[src/rtl/gf5_pkg.sv]
// Shared types and constants for the 5x5 binomial RGB blur.
// No dependencies; every other file in rtl/ but gf5_checker imports this package.
package gf5_pkg;

    // Width of the line width register.
    localparam int LW_BITS = 11;

    // Smallest row width the window logic handles.
    localparam int MIN_WIDTH = 5;

    // Row count at which the window rows are all inside the frame (saturation point).
    localparam logic [2:0] ROW_FULL = 3'd4;

    // First column at which the window columns are all inside the frame.
    localparam int COL_EDGE = 4;

    // Largest value a filtered channel may take.
    localparam logic [7:0] CLAMP_MAX = 8'd254;

    // Output queue sizing.
    localparam int FIFO_DEPTH = 4;
    localparam int FIFO_AW    = 2;
    localparam int FILL_W     = 3;

    // One RGB pixel, red in the low byte.
    typedef struct packed {
        logic [7:0] blue;
        logic [7:0] green;
        logic [7:0] red;
    } rgb_t;

    // One row store word: a column of the last four rows, oldest row at index 0.
    typedef rgb_t [3:0] column_t;

    // Control tag that travels beside a beat in the pipeline.
    typedef struct packed {
        logic valid;
        logic win;
    } beat_tag_t;

    // One result beat.
    typedef struct packed {
        logic       window_valid;
        logic [7:0] blue;
        logic [7:0] green;
        logic [7:0] red;
    } result_t;

endpackage

[src/rtl/gf5_merge.sv]
// Merging stage: combines the three lane results and the window flag into
// one result beat and queues it in a small output FIFO.
// Depends on gf5_pkg.
module gf5_merge (
    input  logic                      clk,
    input  logic                      rst_n,
    input  gf5_pkg::beat_tag_t        tag,
    input  logic [7:0]                red_sum,
    input  logic [7:0]                green_sum,
    input  logic [7:0]                blue_sum,
    input  logic                      out_ready,
    output logic                      out_valid,
    output gf5_pkg::result_t          head,
    output logic [gf5_pkg::FILL_W-1:0] level
);
    import gf5_pkg::*;

    result_t              fifo_mem [FIFO_DEPTH];
    result_t              entry;
    logic [FIFO_AW-1:0]   wr_ptr_reg;
    logic [FIFO_AW-1:0]   rd_ptr_reg;
    logic [FILL_W-1:0]    level_reg;
    logic [FILL_W-1:0]    level_next;
    logic                 push;
    logic                 pop;

    // Build the entry; channels read zero outside a full window.
    always_comb
    begin
        entry.window_valid = tag.win;
        entry.red          = tag.win ? red_sum   : 8'd0;
        entry.green        = tag.win ? green_sum : 8'd0;
        entry.blue         = tag.win ? blue_sum  : 8'd0;
    end

    assign push      = tag.valid;
    assign out_valid = (level_reg != '0);
    assign pop       = out_valid & out_ready;
    assign head      = fifo_mem[rd_ptr_reg];
    assign level     = level_reg;

    always_comb
    begin
        level_next = level_reg;
        if (push && !pop)
        begin
            level_next = level_reg + FILL_W'(1);
        end
        else if (!push && pop)
        begin
            level_next = level_reg - FILL_W'(1);
        end
    end

    // Queue pointers and fill level.
    always_ff @(posedge clk or negedge rst_n)
    begin
        if (!rst_n)
        begin
            wr_ptr_reg <= '0;
            rd_ptr_reg <= '0;
            level_reg  <= '0;
        end
        else
        begin
            if (push)
            begin
                wr_ptr_reg <= wr_ptr_reg + FIFO_AW'(1);
            end
            if (pop)
            begin
                rd_ptr_reg <= rd_ptr_reg + FIFO_AW'(1);
            end
            level_reg <= level_next;
        end
    end

    // Queue storage.
    always_ff @(posedge clk)
    begin
        if (push)
        begin
            fifo_mem[wr_ptr_reg] <= entry;
        end
    end

endmodule

[config.mk]
export PLATFORM = sky130hd
export DESIGN_NAME = gf5_merge
export DESIGN_NICKNAME = d
export VERILOG_FILES = /design/src/rtl/gf5_pkg.sv /design/src/rtl/gf5_merge.sv
export SDC_FILE = /design/constraint.sdc
export NUM_CORES = 1
export LEC_CHECK = 0
export BUFFER_PORTS_ARGS = -buffer_cell sky130_fd_sc_hd__buf_4
export CAP_MARGIN = 10
export CORE_MARGIN = 1
export CORE_UTILIZATION = 56
export DETAILED_ROUTE_END_ITERATION = 16
export GPL_TIMING_DRIVEN = 0
export PLACE_DENSITY = 0.78
export SLEW_MARGIN = 25
export SYNTH_ARGS = -nofsm -noshare
export SYNTH_HDL_FRONTEND = slang
export SYNTH_SLANG_ARGS = --single-unit
[constraint.sdc]
create_clock -name clk -period 2.62 [get_ports clk]
set_clock_uncertainty 0.15 [all_clocks]
set_input_delay 0.393 -clock clk [delete_from_list [all_inputs] [get_ports clk]]
set_output_delay 0.393 -clock clk [all_outputs]
set_load 0.02 [all_outputs]
# Word level (Yosys, flattened, before mapping)
# Memories as Yosys holds them, arrays and structs flattened.
# Cells that the tools add are included.
classes:
  addsub: 4
  n_mux: 7
  bitwise_logic: 1
  reduce_logical: 6
op_table:
  columns: ["cell", "count"]
  rows:
  - ["8-bit 2-to-1 mux", 3]
  - ["3-bit 2-to-1 mux", 2]
  - ["2-bit by 1-bit adder with 2-bit output (second input constant)", 2]
  - ["3-bit by 1-bit adder with 3-bit output (second input constant)", 1]
  - ["3-bit nonzero test", 1]
  - ["3-bit by 1-bit subtractor with 3-bit output (second input constant)", 1]
  - ["1-bit logical AND", 2]
  - ["1-bit zero test", 2]
  - ["1-bit 2-to-1 mux", 2]
  - ["2-bit nonzero test", 1]
  - ["1-bit bitwise AND", 1]
word_totals:
  register_bits: 7
  mem_bits_rw: 100
  inputBits: 29
  wordCells: 22
  mem_count: 1
mem_list:
  columns: ["name", "depth", "width", "read_ports", "rd_clocked_by_memory_dff", "write_ports", "line_no", "source"]
  rows:
  - ["fifo_mem", 4, 25, 1, 0, 1, "gf5_merge.sv:18", "result_t fifo_mem [FIFO_DEPTH];"]

# Logic depth before layout (Yosys ltp)
depth:
  ltp_word: 5
  depth_mapped: 8
  ltp_nobuf: 8

# Least setup slack after synthesis
# No wires, ideal clock.
synth_path:
  path_kind: "reg-to-reg"
  from: "reg level_reg[0] (netlist: level[0])"
  to: "reg level_reg[2] (netlist: level[2])"
  setup_ns: 0.079
  arrival_time_ns: 2.138
  required_time_ns: 2.391
  setup_slack_ns: 0.252
  stages_incl_launch_ff: 9
  cell_sequence: "dfrtp_1 -> or3_1 -> nand2_1 -> ha_1 -> inv_1 -> fa_1 -> xor2_1 -> nor2_1 -> xor2_1"
synth_via:
  elab_chain_cells: 5
  elab_cells_between_ends: 10
  classes_between: "add/sub (2); mux (2); bitwise (1); reduce/logical (5)"
synth_lines:
  columns: ["item", "line_no", "source"]
  rows:
  - ["start: declaration", "gf5_merge.sv:22", "logic [FILL_W-1:0] level_reg;"]
  - ["start signal: assignment", "gf5_merge.sv:74", "level_reg <= level_next;"]
  - ["3-bit nonzero test *", "gf5_merge.sv:37", "assign out_valid = (level_reg != '0);"]
  - ["net out_valid", "gf5_merge.sv:12", "output logic out_valid,"]
  - ["1-bit bitwise AND *", "gf5_merge.sv:38", "assign pop = out_valid & out_ready;"]
  - ["1-bit zero test", "gf5_merge.sv:45", "if (push && !pop)"]
  - ["1-bit logical AND", "gf5_merge.sv:45", null]
  - ["3-bit 2-to-1 mux or 2-bit nonzero test (tied branches)", null, null]
# Mark *: on every way through the listed nets, which the timed path passes. The rest lies on a longest branch. The select of a mux whose other input is x is not followed.
# A chain may end at the register's enable or synchronous reset.

==> metrics.csv <==
stage,metric,value,unit
critical_path,Required @ worst endpoint,2080,ps
logic_synthesis,average cell area after synthesis,22.11,µm²
timing,Max Fclk,433.0,MHz
floorplan,core box area,0.007253,mm²
power,largest voltage drop on the vdd net,0.0006112,V
cts,CTS Buf Count,9,
timing,ratio of final minimum period to clock period,0.8814,
timing,Worst Hold Margin,143.7,ps
critical_path,Worst setup SP type,register,
global_routing,most crowded layer after global routing,met2,
drt,DRT Pass-1 Iters,4,
drt,drt drc,0,
global_routing,maximum number of pins on one net before global-route repair,26,
critical_path,reg-to-reg setup timing slack,320,ps
power,total power divided by cell area,1094,mW/mm²
global_routing,aggregate global routing overflow,0,
critical_path,Worst Reg-to-Reg Cells,8,
place,routability congestion estimate from global placement,0.6997,
global_routing,global routing met3 resource utilization,0.02985,
final_layout,footprint of the multi-input gates,943.4,µm²
floorplan,Die ar.,0.007854,mm²
global_routing,met2 usage in global routing,0.3077,
min_path,class of the worst hold path,input pin to register,
job,max cap viols,0,
critical_path,Worst Setup Path Type,register to primary output,
critical_path,Worst R2R End,level[2],
timing,pin slew with the least headroom to its limit,683.3,ps
final_layout,register cell area after layout,0.003178,mm²
timing,number of pins with negative max-slew slack in the final report,0,
timing,summed negative setup slack over all endpoints,0,ps
global_routing,antenna violations before repair,0,
critical_path,worst-path maximum fanout,10,
global_routing,first-pass GRT wire length,10390,µm
min_path,cell count of the worst hold path,1,
drt,number of antenna-violating nets in the routed design,0,
drt,DRC violation total after the first TritonRoute iteration,115,
power,Lkg Pwr,1.802,nW
final_layout,layout-stage area growth over the synthesis result,18.64,%
power,total power,5.453,mW
cts,clock tree from TritonCTS,done,
final_layout,post-layout net count,294,
global_routing,Total GRT Usage,0.1890,
timing,final setup fails,0,
min_path,startpoint of the worst hold path,tag[0],
global_routing,number of global-route vias before repair,2049,
logic_synthesis,sequential area share after synthesis,0.7564,
critical_path,data arrival time at the worst-slack endpoint,1770,ps
cts,CTS Root Cell,sky130_fd_sc_hd__clkbuf_8,
drt,wire length per cell,18.56,µm
floorplan,die height,88.62,µm
timing,unrepaired setup endpoints after global routing,false,
floorplan,die width,88.62,µm
drt,mean number of vias per cell,5.452,
final_layout,share of layout cells above drive strength 1,0.3788,
cts,latest clock arrival within the worst-skew pair,350,ps
drt,DRT Wirelength,6737,µm
timing,Fin. Hold Viols,0,
logic_synthesis,number of distinct library cells after synthesis,20,
final_layout,# diodes,0,
cts,clock edge transition at the registers on the reported setup and hold paths,100,ps
floorplan,Site Rows,31,
cts,number of H-tree branching levels,3,
drt,number of vias after detailed routing,1979,
min_path,hold-critical path endpoint,fifo_mem[1][24],
cts,maximum count of clock buffers along a single path,2,
logic_synthesis,warnings from Yosys,0,
place,number of port buffers,57,
critical_path,kind of end point of the critical path,primary output,
floorplan,Initial Util,0.5793,
global_routing,met1 demand-to-capacity share in global routing,0.2534,
place,detailed placer's ending HPWL,4221,µm
logic_synthesis,number of storage elements in the synthesis netlist,107,
status,run status,"complete, no violations",
final_layout,filler instances,471,
logic_synthesis,area of the mapped netlist,0.004202,mm²
floorplan,top-level port count,58,
timing,clock period minus worst slack,2309,ps
timing,Max transition margin,0.5445,
critical_path,reg-to-reg critical path startpoint,level[0],
cts,clock sink count,107,
final_layout,flip-flop count of the largest register after layout,100,
logic_synthesis,"Net Count, Synth",225,
logic_synthesis,gate count after technology mapping,190,
logic make-up after synthesis:
family,synth area share
buffers and inverters,0.02025
AND/OR/NAND/NOR,0.04705
flip-flops,0.7564
adder cells (fa/ha/maj),0.01965
XOR/XNOR,0.01251
multiplexers,0.1429
AO/OA/AOI/OAI,0.001190
worst max-delay path by stage:
stage	from	end	slack, ps
2_1_floorplan	level[0]	level[2]	250
3_3_place_gp	level[0]	level[2]	360
3_5_place_dp	level[0]	level[2]	350
4_1_cts	rd_ptr_reg[1]	head[6]	280
5_1_grt	level[0]	level[2]	160
6_report	rd_ptr_reg[1]	head[6]	310
cells in the mapped netlist, drive strengths merged:
library cell | number | area share
dfrtp | 7 | 0.042
mux2 | 1 | 0.0027
clkbuf | 2 | 0.0018
xor2 | 3 | 0.0063
or3 | 1 | 0.0015
mux4 | 25 | 0.14
nand2 | 2 | 0.0018
nand3 | 1 | 0.0012
fa | 1 | 0.0048
edfxtp | 100 | 0.71
o21ai | 1 | 0.0012
inv | 3 | 0.0027
xnor2 | 3 | 0.0063
and2 | 28 | 0.042
nor2 | 1 | 0.00089
buf | 6 | 0.016
ha | 5 | 0.015
worst max-delay path: stages, from the launching register on:
cell and delay (ps):
sky130_fd_sc_hd__dfrtp_1 340, sky130_fd_sc_hd__buf_2 220, sky130_fd_sc_hd__buf_2 320, sky130_fd_sc_hd__mux4_2 360
sky130_fd_sc_hd__buf_4 180
metrics by stage:
stage	area (µm²)	cells	worst slack, ps	utilization
after floorplan	4202	190	252.5	-
after global placement	4753	346	358.9	0.6553
after detailed placement	4758	346	349.2	0.6560
after CTS	4985	363	280.5	0.6873
after global routing	4985	363	160.5	0.6873
final	4985	363	310.7	0.6873
repair_timing:
| item | 4_1_cts | 5_1_grt |
|---|---|---|
| endpoints found under the hold margin | 7 | 0 |
| gates resized for setup | 0 | 0 |
| setup buffers | 0 | 0 |
| hold buffers | 1 | 0 |
where the power goes:
group / switching (mW) / leakage [nW] / total (mW) / internal [mW]
clock network: 0.524 / 0.104 / 1.07 / 0.544
logic: 1.06 / 0.680 / 2.02 / 0.956
registers: 0.106 / 1.02 / 2.36 / 2.26
area by class of cell:
cell class | count | share of cell area
timing repair buffer | 58 | 0.08785
multi-input combinational | 72 | 0.1893
inverter | 3 | 0.002259
clock buffer | 11 | 0.02636
clock inverter | 5 | 0.01707
buffer | 8 | 0.01481
tap | 99 | 0.02485
sequential | 107 | 0.6376
cells in the final DEF, fill, tap and decap left out, types with 2 or more instances in the layout:
cell	n
sky130_fd_sc_hd__ha_1	5
sky130_fd_sc_hd__mux4_2	18
sky130_fd_sc_hd__inv_1	3
sky130_fd_sc_hd__nand2_1	2
sky130_fd_sc_hd__buf_4	57
sky130_fd_sc_hd__dfrtp_1	7
sky130_fd_sc_hd__xor2_1	3
sky130_fd_sc_hd__buf_12	2
sky130_fd_sc_hd__bufinv_16	2
sky130_fd_sc_hd__clkbuf_1	4
sky130_fd_sc_hd__and2_2	4
sky130_fd_sc_hd__edfxtp_1	100
sky130_fd_sc_hd__and2_1	24
sky130_fd_sc_hd__buf_2	3
sky130_fd_sc_hd__clkbuf_8	9
sky130_fd_sc_hd__mux4_1	7
sky130_fd_sc_hd__xnor2_1	3
layer usage:
metal  wire length [µm]  part of all wire
met1               2881              0.43
met2               3470              0.52
met3                236             0.035
met4                148             0.022
met5                  0                 0
Power figures use the tool's default switching activity.
