**src/rtl/gf5_pkg.sv**
```systemverilog
// Shared types and constants for the 5x5 binomial RGB blur.
// No dependencies; every other file in rtl/ but gf5_checker imports this package.
package gf5_pkg;

    // Width of the line width register.
    localparam int LW_BITS = 11;

    // Smallest row width the window logic handles.
    localparam int MIN_WIDTH = 5;

    // Row count at which the window rows are all inside the frame (saturation point).
    localparam logic [2:0] ROW_FULL = 3'd4;

    // First column at which the window columns are all inside the frame.
    localparam int COL_EDGE = 4;

    // Largest value a filtered channel may take.
    localparam logic [7:0] CLAMP_MAX = 8'd254;

    // Output queue sizing.
    localparam int FIFO_DEPTH = 4;
    localparam int FIFO_AW    = 2;
    localparam int FILL_W     = 3;

    // One RGB pixel, red in the low byte.
    typedef struct packed {
        logic [7:0] blue;
        logic [7:0] green;
        logic [7:0] red;
    } rgb_t;

    // One row store word: a column of the last four rows, oldest row at index 0.
    typedef rgb_t [3:0] column_t;

    // Control tag that travels beside a beat in the pipeline.
    typedef struct packed {
        logic valid;
        logic win;
    } beat_tag_t;

    // One result beat.
    typedef struct packed {
        logic       window_valid;
        logic [7:0] blue;
        logic [7:0] green;
        logic [7:0] red;
    } result_t;

endpackage

```
**src/rtl/gf5_lane.sv**
```systemverilog
// One color lane of the blur: vertical binomial sum of the new column,
// a five-deep line of column sums, and the horizontal sum with clamp.
// Depends on gf5_pkg.
module gf5_lane (
    input  logic            clk,
    input  logic            rst_n,
    input  logic            shift_en,
    input  logic [4:0][7:0] column,
    output logic [7:0]      smooth
);
    import gf5_pkg::*;

    localparam int VW = 12;
    localparam int HW = 16;

    logic [VW-1:0] vsum;
    logic [VW-1:0] vline_reg [5];
    logic [HW-1:0] hsum;
    logic [7:0]    scaled;

    // Vertical weights 1, 4, 6, 4, 1 built from shifts and adds.
    assign vsum = VW'(column[0])
                + (VW'(column[1]) << 2)
                + (VW'(column[2]) << 2) + (VW'(column[2]) << 1)
                + (VW'(column[3]) << 2)
                + VW'(column[4]);

    // Column sums of the window, oldest column at index 0.
    always_ff @(posedge clk or negedge rst_n)
    begin
        if (!rst_n)
        begin
            for (int k = 0; k < 5; k++)
            begin
                vline_reg[k] <= '0;
            end
        end
        else if (shift_en)
        begin
            for (int k = 0; k < 4; k++)
            begin
                vline_reg[k] <= vline_reg[k + 1];
            end
            vline_reg[4] <= vsum;
        end
    end

    // Horizontal weights, divide by 256 and clamp.
    assign hsum = HW'(vline_reg[0])
                + (HW'(vline_reg[1]) << 2)
                + (HW'(vline_reg[2]) << 2) + (HW'(vline_reg[2]) << 1)
                + (HW'(vline_reg[3]) << 2)
                + HW'(vline_reg[4]);

    assign scaled = hsum[HW-1:8];
    assign smooth = (scaled > CLAMP_MAX) ? CLAMP_MAX : scaled;

endmodule

```
**config.mk**
```make
export PLATFORM = sky130hd
export DESIGN_NAME = gf5_lane
export DESIGN_NICKNAME = d
export VERILOG_FILES = /design/src/rtl/gf5_pkg.sv /design/src/rtl/gf5_lane.sv
export SDC_FILE = /design/constraint.sdc
export NUM_CORES = 1
export LEC_CHECK = 0
export ABC_AREA = 1
export BUFFER_PORTS_ARGS = -buffer_cell sky130_fd_sc_hd__buf_2
export CAP_MARGIN = 0
export CORE_UTILIZATION = 60
export DETAILED_ROUTE_END_ITERATION = 10
export PLACE_DENSITY_LB_ADDON = 0.05
export SLEW_MARGIN = 10
export SYNTH_ARGS = -nofsm -noshare
export SYNTH_HDL_FRONTEND = slang
export SYNTH_SLANG_ARGS = --single-unit
```
**constraint.sdc**
```tcl
create_clock -name clk -period 14.4 [get_ports clk]
set_clock_uncertainty 0.2 [all_clocks]
set_input_delay 2.88 -clock clk [delete_from_list [all_inputs] [get_ports clk]]
set_output_delay 2.88 -clock clk [all_outputs]
set_load 0.1 [all_outputs]
```
After elaboration in Yosys (flattened, before gate mapping). Cells that the tools add are included.

Flip-flop bits (word level): 60. Bits in latches: 0. RAM bits: 0. Bits in read-only memories: 0. Output and inout bits: 8. Logic and storage cells: 17. Memories: 0.

$add $sub $neg: 10. $mul: 0. Divide/modulo/power cells: 0. $lt $le $gt $ge: 1. Eq/ne operators: 0. Shifts and indexed selects: 0. Muxes and demuxes: 1. Bitwise operators: 0. Reduce and logical (&&, ||, !) cells: 0.

Operators by type and width (number): adder 16 x 14 -> 16 bit (2); adder 16 x 12 -> 16 bit (1); adder 16 x 13 -> 16 bit (1); adder 12 x 14 -> 15 bit (1); adder 11 x 10 -> 12 bit (1); adder 12 x 10 -> 12 bit (1); adder 12 x 8 -> 12 bit (1); adder 12 x 9 -> 12 bit (1); adder 8 x 10 -> 11 bit (1); greater-than comparator 8 bit (second input constant) (1); two-way mux 8 bit (1).

Logic depth before layout (Yosys ltp).
Depth after elaboration: 7. Mapped depth: 24. Mapped depth without buffers: 24.

Worst setup path before layout. OpenSTA, ideal clock, no wires.

Path type: register to output. From: register vline_reg[36] (netlist name). To: output port smooth[0]. Arrival time: 5.332 ns. Required time: 11.320 ns. Slack: 5.988 ns. Stages on the path, launching flop included: 22. Buffers on the path: 0. Path through: dfrtp_1 -> ha_1 -> fa_1 -> nand3_1 -> nand2_2 -> nand4_2 -> o211ai_2 -> a21boi_2 -> or2_1 -> nand2_1 -> fa_1 -> inv_1 -> ha_1 -> ha_1 -> nand2_2 -> nor2_1 -> nand3_1 -> nand4_1 -> nand2_1 -> nand3_1 -> nor2_1 -> nor2_1.

Longest elaborated chain between the ends: 7.

Ends and longest elaborated chain: from (decl) (RTL line gf5_lane.sv:17) `logic [VW-1:0] vline_reg [5];`; from (signal, indexed assignment) (RTL line gf5_lane.sv:42) `vline_reg[k] <= vline_reg[k + 1];`; adder 12 x 14 -> 15 bit (*) (RTL line gf5_lane.sv:50) `+ (HW'(vline_reg[1]) << 2)`; adder 16 x 14 -> 16 bit (*) (RTL line gf5_lane.sv:51) `+ (HW'(vline_reg[2]) << 2) + (HW'(vline_reg[2]) << 1)`; adder 16 x 13 -> 16 bit (*) (RTL line gf5_lane.sv:51); adder 16 x 14 -> 16 bit (*) (RTL line gf5_lane.sv:52) `+ (HW'(vline_reg[3]) << 2)`; adder 16 x 12 -> 16 bit (*) (RTL line gf5_lane.sv:53) `+ HW'(vline_reg[4]);`; greater-than comparator 8 bit (RTL line gf5_lane.sv:56) `assign smooth = (scaled > CLAMP_MAX) ? CLAMP_MAX : scaled;`; two-way mux 8 bit (*) (RTL line gf5_lane.sv:56); to (decl) (RTL line gf5_lane.sv:9) `output logic [7:0] smooth`.

Every way passes the cells marked *; elsewhere a longest branch is shown, timed or not.

Worst setup path after layout. Ends and elaborated chain as after synthesis.

==> summary.md <==
| Metric | Value |
|---|---|
| Status | `complete, no violations` |
| Count of cells resized by post-cts repair | `0` |
| Final period demand of the worst path | `7.63 ns` |
| Nature of the critical path endpoint | `primary output` |
| Final estimated routing congestion in global placement | `0.897` |
| Effective utilization at floorplan | `a little over three fifths` |
| Library cell appearing most often on the critical path | `sky130_fd_sc_hd__nand2_1` |
| Final Setup Violations | `0` |
| Post-Syn Nets | `762` |
| Number of sinks on the clock net | `60` |
| Grt total ovfl | `0` |
| Critical Path Start Type | `register` |
| Vias in the first global route | `4094` |
| Number of clock buffers inserted by TritonCTS | `9` |
| Fraction of final layout cells with drive strength greater than 1 | `12.8%` |
| Total Die Area | `about 0.0092 mm²` |
| Final routed wirelength across all metal layers | `10.0 mm` |
| Number of buffers on the longest clock path | `2` |
| Hold Path Class | `register to register` |
| Cells after synthesis | `between 600 and 700` |
| Register bit total from synthesis | `60` |
| Mean number of vias per cell | `around 5.1` |
| Number of antenna violations at the first check in global routing | `0` |
| Worst reg2reg path endpoint | `vline_reg[27]` |
| Buffers & Inverters on Critical Path | `2` |
| Rows | `33` |
| CP max FO | `4` |
| Core outline area | `0.00838 mm²` |
| Vias | `3987` |
| CTS tree | `yes` |
| Average routed wire per standard cell | `roughly 13 µm` |
| Category of the critical setup timing path | `register to primary output` |
| Flip-flop count of the largest register after layout | `60` |
| Max-slew headroom at the worst pin | `34.4%` |
| First-pass DRT Iterations | `5` |
| Insertion delay of the later-clocked pin in the worst-skew pair | `about 0.34 ns` |
| I/O pin count | `51` |
| Master cell of the clock root buffer | `sky130_fd_sc_hd__clkbuf_8` |
| Average footprint of a synthesized cell | `around 8.6 µm²` |
| Seq/Total Area, Yosys | `28.4%` |
| Number of pins exceeding their max-slew limit in the final report | `0` |
| Post-route clock period utilization | `53.0%` |
| Count of buffers inserted at the top-level ports | `50` |
| Global-route wire length before repair | `18.0 mm` |
| Overall track demand over capacity in global routing | `25.8%` |
| Reg2Reg Setup Slack | `between 10 and 15 ns` |
| Count of distinct cell types in the synthesized netlist | `35` |
| Final hold violation count | `0` |
| Number of inserted filler cells in the final layout | `about 680` |
| Remaining antenna violation count | `0` |
| RSZ-0062 raised after global routing | `no` |
| Sequential Area | `between 0.0015 and 0.002 mm²` |
| Highest clock frequency the design can meet | `131 MHz` |
| Multi-input logic area | `0.00322 mm²` |
| Cell class contributing the biggest share of worst-path delay | `adder cells` |
| Syn Std Cell Area | `0.00529 mm²` |
| Worst reg2reg path depth | `2` |
| Post-CTS setup buffer count | `0` |
| Required time of the critical path | `11.32 ns` |
| Final core utilization | `69.9%` |
| Chip width | `95.9 µm` |
| Syn-to-layout area delta | `10.7%` |
| Critical Path Max Stage Delay | `0.47 ns` |
| HPWL after detailed placement | `about 8.1 mm` |
| Diodes inserted | `0` |
| Number of buffers inserted for hold repair after clock tree synthesis | `0` |
| Worst hold margin | `between 0.2 and 0.3 ns` |
| Reg2reg start | `vline_reg[27]` |
| Destination of the worst hold path | `vline_reg[12]` |
| Library cell contributing the largest single delay on the critical path | `sky130_fd_sc_hd__fa_1` |
| Detailed-route DRC error count | `0` |
| Largest net degree at the start of global routing | `86` |
| Die H | `approximately 96 µm` |
| Number of nets in the layout | `813` |
| DRT iter0 DRCs | `171` |
| Sum of negative setup slack | `0 ns` |
| YS warnings | `0` |
| Hold Path Depth | `2` |
| Number of levels the H-tree was split into | `3` |
| Max Cap Violations | `0` |
| Worst Path Arrival | `between 4 and 5 ns` |
| Startpoint of the lowest-slack hold path | `vline_reg[0]` |
| Tightest Pin Transition | `0.979 ns` |
| Worst-path clk slew | `0.07 ns` |
per-stage QoR:
step / worst slack, ns / cell area (µm²) / std cells
2_1_floorplan: 5.99 / 5290 / 616
3_3_place_gp: 7.26 / 5640 / 761
3_5_place_dp: 7.14 / 5640 / 761
4_1_cts: 6.76 / 5860 / 777
5_1_grt: 6.34 / 5860 / 777
6_report: 6.77 / 5860 / 777
synthesized netlist by cell type:
cell type / instances / area (µm²)
sky130_fd_sc_hd__inv_1: 137 / 514
sky130_fd_sc_hd__nand2_1: 133 / 499
sky130_fd_sc_hd__fa_1: 64 / 1280
sky130_fd_sc_hd__dfrtp_1: 60 / 1500
sky130_fd_sc_hd__o21ai_0: 59 / 295
sky130_fd_sc_hd__ha_1: 39 / 488
sky130_fd_sc_hd__nand3_1: 24 / 120
sky130_fd_sc_hd__a21oi_1: 23 / 115
sky130_fd_sc_hd__nor2_1: 17 / 63.8
sky130_fd_sc_hd__clkbuf_1: 9 / 33.8
sky130_fd_sc_hd__xor2_1: 7 / 61.3
sky130_fd_sc_hd__nand2_2: 6 / 37.5
sky130_fd_sc_hd__a21boi_2: 3 / 33.8
sky130_fd_sc_hd__xnor2_1: 3 / 26.3
sky130_fd_sc_hd__a21oi_2: 2 / 17.5
sky130_fd_sc_hd__a31oi_1: 2 / 12.5
sky130_fd_sc_hd__and2_1: 2 / 12.5
sky130_fd_sc_hd__buf_1: 2 / 7.51
sky130_fd_sc_hd__nand3b_1: 2 / 15.0
sky130_fd_sc_hd__nand4_1: 2 / 12.5
sky130_fd_sc_hd__nor2_2: 2 / 12.5
sky130_fd_sc_hd__nor3_1: 2 / 10.0
sky130_fd_sc_hd__o21ai_2: 2 / 17.5
sky130_fd_sc_hd__o22ai_1: 2 / 12.5
sky130_fd_sc_hd__or2_1: 2 / 12.5
sky130_fd_sc_hd__a21o_1: 1 / 7.51
sky130_fd_sc_hd__buf_2: 1 / 5.00
sky130_fd_sc_hd__clkinv_1: 1 / 3.75
sky130_fd_sc_hd__inv_2: 1 / 3.75
sky130_fd_sc_hd__nand4_2: 1 / 12.5
sky130_fd_sc_hd__nor3_2: 1 / 10.0
sky130_fd_sc_hd__o211ai_1: 1 / 7.51
sky130_fd_sc_hd__o211ai_2: 1 / 12.5
sky130_fd_sc_hd__o21ai_1: 1 / 5.00
sky130_fd_sc_hd__or2_2: 1 / 6.26
final cells by class:
type | count | share of cell area [%]
Multi-Input combinational cell | 405 | 55.0
Sequential cell | 60 | 25.6
Inverter | 139 | 8.91
Timing Repair Buffer | 52 | 4.53
Clock buffer | 12 | 2.48
Tap cell | 105 | 2.24
Clock inverter | 4 | 1.24
layout by cell type (no fill, tap or decap):
cell type                    count
sky130_fd_sc_hd__xor2_1          7
sky130_fd_sc_hd__nand4_2         1
sky130_fd_sc_hd__a21o_1          1
sky130_fd_sc_hd__buf_4           2
sky130_fd_sc_hd__clkinvlp_4      1
sky130_fd_sc_hd__nor2_1         17
sky130_fd_sc_hd__o211ai_2        1
sky130_fd_sc_hd__a21oi_1        23
sky130_fd_sc_hd__clkbuf_1        2
sky130_fd_sc_hd__nand3_1        24
sky130_fd_sc_hd__xnor2_1         3
sky130_fd_sc_hd__inv_2           1
sky130_fd_sc_hd__inv_1         137
sky130_fd_sc_hd__and2_1          2
sky130_fd_sc_hd__nor3_2          1
sky130_fd_sc_hd__o22ai_1         2
sky130_fd_sc_hd__a21oi_2         2
sky130_fd_sc_hd__or2_2           1
sky130_fd_sc_hd__nor2_2          2
sky130_fd_sc_hd__or2_1           2
sky130_fd_sc_hd__a31oi_1         2
sky130_fd_sc_hd__clkinv_1        1
sky130_fd_sc_hd__o21ai_2         2
sky130_fd_sc_hd__a21boi_2        3
sky130_fd_sc_hd__clkbuf_8       10
sky130_fd_sc_hd__nand4_1         2
sky130_fd_sc_hd__o21ai_1         1
sky130_fd_sc_hd__fa_1           64
sky130_fd_sc_hd__o21ai_0        59
sky130_fd_sc_hd__nor3_1          2
sky130_fd_sc_hd__dfrtp_1        60
sky130_fd_sc_hd__buf_2          50
sky130_fd_sc_hd__ha_1           39
sky130_fd_sc_hd__o211ai_1        1
sky130_fd_sc_hd__bufinv_16       2
sky130_fd_sc_hd__nand3b_1        2
sky130_fd_sc_hd__nand2_1       133
sky130_fd_sc_hd__clkinv_2        1
sky130_fd_sc_hd__nand2_2         6
worst register-to-register path, delay by kind of cell (launching register included):
| kind | cells | cell delay, ns |
|---|---|---|
| buf+inv | 1 | 0.11 |
| flops | 1 | 0.42 |
| compound gates | 1 | 0.10 |
metal layers:
layer	wire [µm]	track usage (%)
met1	4570	32.3
met2	5070	46.1
met3	238	5.69
met4	118	5.35
met5	0	0
logic make-up (layout without fill, tap and decap cells):
family | count (synthesis) | count (layout) | share of synthesized area, %
flops | 60 | 60 | 28.4
simple gates | 195 | 195 | 15.6
buf+inv | 151 | 207 | 10.7
xor+xnor | 10 | 10 | 1.66
fa+ha+maj | 103 | 103 | 33.5
compound gates | 97 | 97 | 10.2
worst max-delay path by stage:
stage	start	to	slack, ns	depth (start not counted)
CTS	vline_reg[36]	smooth[0]	6.76	25
global placement	vline_reg[36]	smooth[0]	7.26	25
detailed placement	vline_reg[36]	smooth[0]	7.14	25
global route	vline_reg[36]	smooth[0]	6.34	25
floorplan	vline_reg[36]	smooth[0]	5.99	21
finish	vline_reg[36]	smooth[0]	6.77	25
Power is left out: the tool's default activity adds up to more than one toggle a clock period on the data nets, which glitch-free logic cannot reach.
